$ cat src/rtl/core/rlpm_pkg.sv
// shared types and constants for the longest prefix match table
`timescale 1ns / 1ps

package rlpm_pkg;

  localparam int ENTRIES_DEF = 16;
  localparam int PORTS_DEF   = 16;

  localparam int IDX_W       = 4;
  localparam int PORT_W      = 4;
  localparam int ADDR_W      = 32;
  localparam int IN_TDATA_W  = 112;
  localparam int OUT_TDATA_W = 40;

  typedef enum logic {
    FUNC_WRITE  = 1'b0,
    FUNC_LOOKUP = 1'b1
  } func_t;

  // token handed from cell to cell
  typedef struct packed {
    logic              vld;
    func_t             func;
    logic              wr_en;
    logic [IDX_W-1:0]  slot_index;
    logic              slot_valid;
    logic [ADDR_W-1:0] dest;
    logic [ADDR_W-1:0] mask;
    logic [PORT_W-1:0] port;
    logic [ADDR_W-1:0] addr;
    logic              found;
    logic [ADDR_W-1:0] best_mask;
    logic [IDX_W-1:0]  best_idx;
    logic [PORT_W-1:0] best_port;
  } tok_t;

endpackage

$ cat src/rtl/core/route_longest_prefix_match.sv
// IPv4 longest prefix match routing table built as a chain of slot cells
// Every beat, write or lookup, passes the token registers of the chain of ENTRIES cells in
// order, so each slot sees beats in arrival order. A lookup result appears in the output
// register after the beat leaves the last cell; a write gives no result. One beat is accepted
// per cycle while the output register is free or being read, so the stall of the whole chain
// is set by the output handshake. The 4-bit slot index reaches slots 0 to 15 only; a write
// with a port number of PORTS or above is dropped. Valid marks clear at reset; no clearing pass.
`timescale 1ns / 1ps

module route_longest_prefix_match #(
  parameter int ENTRIES = rlpm_pkg::ENTRIES_DEF,
  parameter int PORTS   = rlpm_pkg::PORTS_DEF
) (
  input  logic                                clk,
  input  logic                                rst_n,
  input  logic                                in_tvalid,
  output logic                                in_tready,
  // slot_index, slot_valid, slot_dest, slot_mask, slot_port, lookup_addr, zero pad
  input  logic [rlpm_pkg::IN_TDATA_W-1:0]     in_tdata,
  // func
  input  logic                                in_tuser,
  output logic                                out_tvalid,
  input  logic                                out_tready,
  // out_port, match_index, match_mask
  output logic [rlpm_pkg::OUT_TDATA_W-1:0]    out_tdata,
  // hit
  output logic                                out_tuser
);

  rlpm_pkg::tok_t tok [0:ENTRIES];
  rlpm_pkg::tok_t tok_last;
  logic           adv;
  logic           out_valid_r;
  logic           out_valid_nxt;
  logic           out_hit_r;
  logic [rlpm_pkg::OUT_TDATA_W-1:0] out_data_r;

  assign adv       = !out_valid_r || out_tready;
  assign in_tready = adv;

  always_comb begin
    tok[0]            = '0;
    tok[0].vld        = in_tvalid;
    tok[0].func       = rlpm_pkg::func_t'(in_tuser);
    tok[0].slot_index = in_tdata[3:0];
    tok[0].slot_valid = in_tdata[4];
    tok[0].dest       = in_tdata[36:5];
    tok[0].mask       = in_tdata[68:37];
    tok[0].port       = in_tdata[72:69];
    tok[0].addr       = in_tdata[104:73];
    tok[0].wr_en      = (32'(in_tdata[72:69]) < 32'(PORTS));
  end

  for (genvar g = 0; g < ENTRIES; g++) begin : g_cell
    rlpm_cell #(
      .CELL_IDX(g)
    ) u_cell (
      .clk    (clk),
      .rst_n  (rst_n),
      .adv    (adv),
      .tok_in (tok[g]),
      .tok_out(tok[g+1])
    );
  end

  assign tok_last = tok[ENTRIES];

  always_comb begin
    out_valid_nxt = out_valid_r;
    if (adv) begin
      out_valid_nxt = tok_last.vld && (tok_last.func == rlpm_pkg::FUNC_LOOKUP);
    end
  end

  always_ff @(posedge clk) begin
    if (!rst_n) begin
      out_valid_r <= 1'b0;
    end else begin
      out_valid_r <= out_valid_nxt;
    end
  end

  always_ff @(posedge clk) begin
    if (adv) begin
      out_hit_r  <= tok_last.found;
      out_data_r <= {tok_last.best_mask, tok_last.best_idx, tok_last.best_port};
    end
  end

  assign out_tvalid = out_valid_r;
  assign out_tdata  = out_data_r;
  assign out_tuser  = out_hit_r;

endmodule

$ cat src/rtl/core/rlpm_cell.sv
// one table slot with its compare logic and token register
`timescale 1ns / 1ps

module rlpm_cell #(
  parameter int CELL_IDX = 0
) (
  input  logic          clk,
  input  logic          rst_n,
  input  logic          adv,
  input  rlpm_pkg::tok_t tok_in,
  output rlpm_pkg::tok_t tok_out
);

  logic [rlpm_pkg::ADDR_W-1:0] dest_r;
  logic [rlpm_pkg::ADDR_W-1:0] mask_r;
  logic [rlpm_pkg::PORT_W-1:0] port_r;
  logic                        valid_r;
  logic                        valid_nxt;
  logic                        vld_r;
  rlpm_pkg::tok_t              pay_r;
  rlpm_pkg::tok_t              tok_nxt;
  logic                        wr_hit;
  logic                        match;
  logic                        take;

  assign wr_hit = tok_in.vld && (tok_in.func == rlpm_pkg::FUNC_WRITE) && tok_in.wr_en &&
                  ({28'd0, tok_in.slot_index} == 32'(CELL_IDX));

  assign match = valid_r && ((tok_in.addr & mask_r) == (dest_r & mask_r));

  assign take = tok_in.vld && (tok_in.func == rlpm_pkg::FUNC_LOOKUP) && match &&
                (!tok_in.found || (mask_r > tok_in.best_mask));

  always_comb begin
    tok_nxt = tok_in;
    if (take) begin
      tok_nxt.found     = 1'b1;
      tok_nxt.best_mask = mask_r;
      tok_nxt.best_idx  = rlpm_pkg::IDX_W'(CELL_IDX);
      tok_nxt.best_port = port_r;
    end
  end

  always_comb begin
    valid_nxt = valid_r;
    if (adv && wr_hit) begin
      valid_nxt = tok_in.slot_valid;
    end
  end

  always_ff @(posedge clk) begin
    if (!rst_n) begin
      valid_r <= 1'b0;
      vld_r   <= 1'b0;
    end else begin
      valid_r <= valid_nxt;
      if (adv) begin
        vld_r <= tok_in.vld;
      end
    end
  end

  always_ff @(posedge clk) begin
    if (adv && wr_hit) begin
      dest_r <= tok_in.dest;
      mask_r <= tok_in.mask;
      port_r <= tok_in.port;
    end
    if (adv) begin
      pay_r <= tok_nxt;
    end
  end

  always_comb begin
    tok_out     = pay_r;
    tok_out.vld = vld_r;
  end

endmodule

$ cat config.mk
export PLATFORM = sky130hd
export DESIGN_NAME = route_longest_prefix_match
export DESIGN_NICKNAME = d
export VERILOG_FILES = /design/src/rtl/core/rlpm_pkg.sv /design/src/rtl/core/route_longest_prefix_match.sv /design/src/rtl/core/rlpm_cell.sv
export SDC_FILE = /design/constraint.sdc
export NUM_CORES = 2
export LEC_CHECK = 0
export ABC_AREA = 1
export BUFFER_PORTS_ARGS = -buffer_cell sky130_fd_sc_hd__buf_2
export CAP_MARGIN = 5
export CORE_MARGIN = 2
export CORE_UTILIZATION = 30
export DETAILED_ROUTE_END_ITERATION = 12
export PLACE_DENSITY = 0.44
export SLEW_MARGIN = 30
export SYNTH_ARGS = -nofsm -noshare
export SYNTH_HDL_FRONTEND = slang
export SYNTH_SLANG_ARGS = --single-unit
$ cat constraint.sdc
create_clock -name clk -period 36.8 [get_ports clk]
set_input_delay 3.68 -clock clk [delete_from_list [all_inputs] [get_ports clk]]
set_output_delay 3.68 -clock clk [all_outputs]
set_load 0.02 [all_outputs]
==> run summary <==
Sink Count: 3394
Max Clock Skew: 0.03968 ns
Hold Path Class: reg -> reg
Sequential share of the synthesized area: 77.10%
Cell-internal power: 0.006463 W
Synth Register Bits: 3394
Status: finished clean
Num CTS Buffers: 369
Final hold viol count: 0
Synth async-reset ratio: 0%
Synth Net Count: 9845
H-tree levels: 5
Combinational Power Share: 0.5%
All-layer global routing usage: 13.88%
Critical path class: in -> reg
Startpoint types: primary input
PortBufs: 152
Area delta synth->final: 14.96%
Die Height: 666.7 um
Maximum vdd ir drop: 0.03821 mV
DRT Wirelength: 312100 um
Die width: 666.7 um
IO Pins: 160
Drt first pass iters: 5
Max Freq: 104.3 MHz
RSZ-0062 raised after global routing: no
Vias per inst: 4.309
DRC viols: 0
Clk network pwr share: 44.9%
CP arrival: 10.14 ns
Final setup violation count: 0
Synth unique cells: 42
Layout net count: 10300
First-pass GRT wire length: 460500 um
CP required: 37.35 ns
Post-route antenna net violation count: 0
Grt ovf: 0
Sequential power share: 54.6%
P_leak: 56.78 nW
Worst skew pair latency: 0.93 ns
Aggregate negative setup slack: 0 ns
Cell taking the most area after synthesis: edfxtp_1
Pins Over Slew Limit: 0
Top cells by area, synth: edfxtp_1 (77%), nand2_1 (5.6%), ha_1 (4.6%)
Layout cell share with drive strength beyond 1: 8.758%
GPL Wtd Cong: 0.9065
Ys Warns: 0
Slew margin rel.: 33.03%
Post-synth top flop: edfxtp_1
Detail Placement HPWL: 239000 um
Worst slew pin tran: 1.005 ns
Initial antenna violation count: 4
Hold WS: 0.4139 ns
Clock slew at reported path FFs: 0.06 ns
Post_cts resized: 0
Vias in the first global route: 69050
Sw Ratio: 19.93%
Worst Path Max Fanout: 146
Post-CTS setup buffer count: 0
CP Capture Type: register
Initial Util: 30.09%
WL/cell: 19.80 um
DIE AREA: 0.4445 mm2
Clock Path Buffers: 4
Initial DRC count: 3907
Mean Syn Cell Area: 14.25 um2
Top-area cell type share of the netlist area: 76.60%
# hold bufs at CTS: 0
Largest net degree at the start of global routing: 166
Num rows: 243
Post-synthesis cell count: 9248
Root Driver: clkbuf_16
Number of synthesized flops with an enable pin: 3361
Net Switching: 0.001608 W
Pwr per Cell Area: 53.29 mW/mm2
Via count: 67920
Syn Std Cell Area: 0.1318 mm2
Max-cap violations: 0
Final Cycle Share: 26.06%
CTS tree: built
Min Clock Period, post-route: 9.590 ns
Core ar.: 0.4378 mm2
-- synthesized netlist by cell type, drive strengths merged, types with 55 or more instances --
cell / number
o21ai: 416
nor2: 472
edfxtp: 3361
a21oi: 454
buf: 162
nand4: 65
a21boi: 108
nand2: 1984
nand3: 674
inv: 733
or2: 55
ha: 480
-- cell type report --
type | instances | area (um2)
Timing Repair Buffer | 258 | 1653
Fill cell | 41810 | 286400
Clock buffer | 454 | 9738
Antenna cell | 3 | 7.507
Tap cell | 5757 | 7203
Multi-Input combinational cell | 4943 | 26380
Inverter | 734 | 2763
Sequential cell | 3394 | 101600
Clock inverter | 219 | 2122
-- power by group through the flow --
stage	clock network, W	logic [W]	registers [W]
after CTS	0.00375	0.0000384	0.00441
after global routing	0.00389	0.0000415	0.00442
after global placement	0	0.0000377	0.00449
final	0.00363	0.0000369	0.00441
after detailed placement	0	0.0000383	0.00449
after floorplan	0	0.0000186	0.00444
-- registers in the layout, indices dropped and copies added (netlist names) --
name,flops
g_cell.u_cell.valid_r,16
out_tvalid,1
g_cell.u_cell.vld_r,16
out_tdata,40
g_cell.u_cell.mask_r,512
g_cell.u_cell.tok_out,2232
g_cell.u_cell.dest_r,512
g_cell.u_cell.port_r,64
out_tuser,1
-- metrics by stage --
stage | cell area (um2) | total power (W) | util (%) | setup slack, ns | cells
floorplan | 131800 | 0.004461 | - | 9.949 | 9248
global placement | 139500 | 0.004529 | 31.86 | 25.98 | 15080
detailed placement | 139500 | 0.004532 | 31.87 | 26.07 | 15080
CTS | 151400 | 0.008202 | 34.58 | 27.11 | 15760
global route | 151500 | 0.008358 | 34.59 | 26.59 | 15760
finish | 151500 | 0.008071 | 34.59 | 27.21 | 15760
-- critical path, stage by stage --
cell    delay [ns]
buf_2         0.11
nor2_4        0.14
inv_8         0.30
buf_4         0.56
buf_4         0.73
buf_4         0.64
buf_4         0.75
buf_4         0.81
buf_4         0.72
buf_12        0.64
buf_6         0.68
-- worst paths after layout --
kind                                 startpoint                            to  slack [ns]  depth (start not counted)
setup / recovery                     out_tready                  out_tdata[4]       27.21                         11
hold / removal    g_cell[14].u_cell.tok_out[89]  g_cell[15].u_cell.mask_r[12]        0.41                          0
setup reg to reg                     out_tvalid                  out_tdata[4]       29.69                         11
hold reg to reg   g_cell[14].u_cell.tok_out[89]  g_cell[15].u_cell.mask_r[12]        0.41                          0
-- cell usage in the layout, fill, tap and decap left out, types with 79 or more instances in the layout --
cell       Yosys  routed
edfxtp_1    3361    3361
nand2_1     1973    1960
inv_1        733     731
nand3_1      673     673
ha_1         480     480
nor2_1       460     456
a21oi_1      454     454
o21ai_0      408     408
clkbuf_16      0     373
buf_2         78     152
a21boi_0     108     108
buf_4         44      96
clkinv_1       1      79
-- routing by layer --
metal / routed length (um) / GRT usage, % / vias to the layer above
li1: - / - / 34200
met4: 23730 / 9.261 / 0
met2: 150400 / 23.73 / 1246
met3: 8094 / 1.508 / 643
met1: 129800 / 16.55 / 31830
met5: 0 / 0 / -
-- cells by family (layout without fill, tap and decap cells) --
logic type | count (synthesis) | in the layout | synth area share (%)
AO/OA/AOI/OAI | 1105 | 1105 | 4.609
buffers and inverters | 911 | 1665 | 3.000
flip-flops | 3394 | 3394 | 77.10
other | 0 | 3 | 0
AND/OR/NAND/NOR | 3352 | 3352 | 10.69
XOR/XNOR | 6 | 6 | 0.03989
adder cells (fa/ha/maj) | 480 | 480 | 4.558
Power figures use the tool's default switching activity.
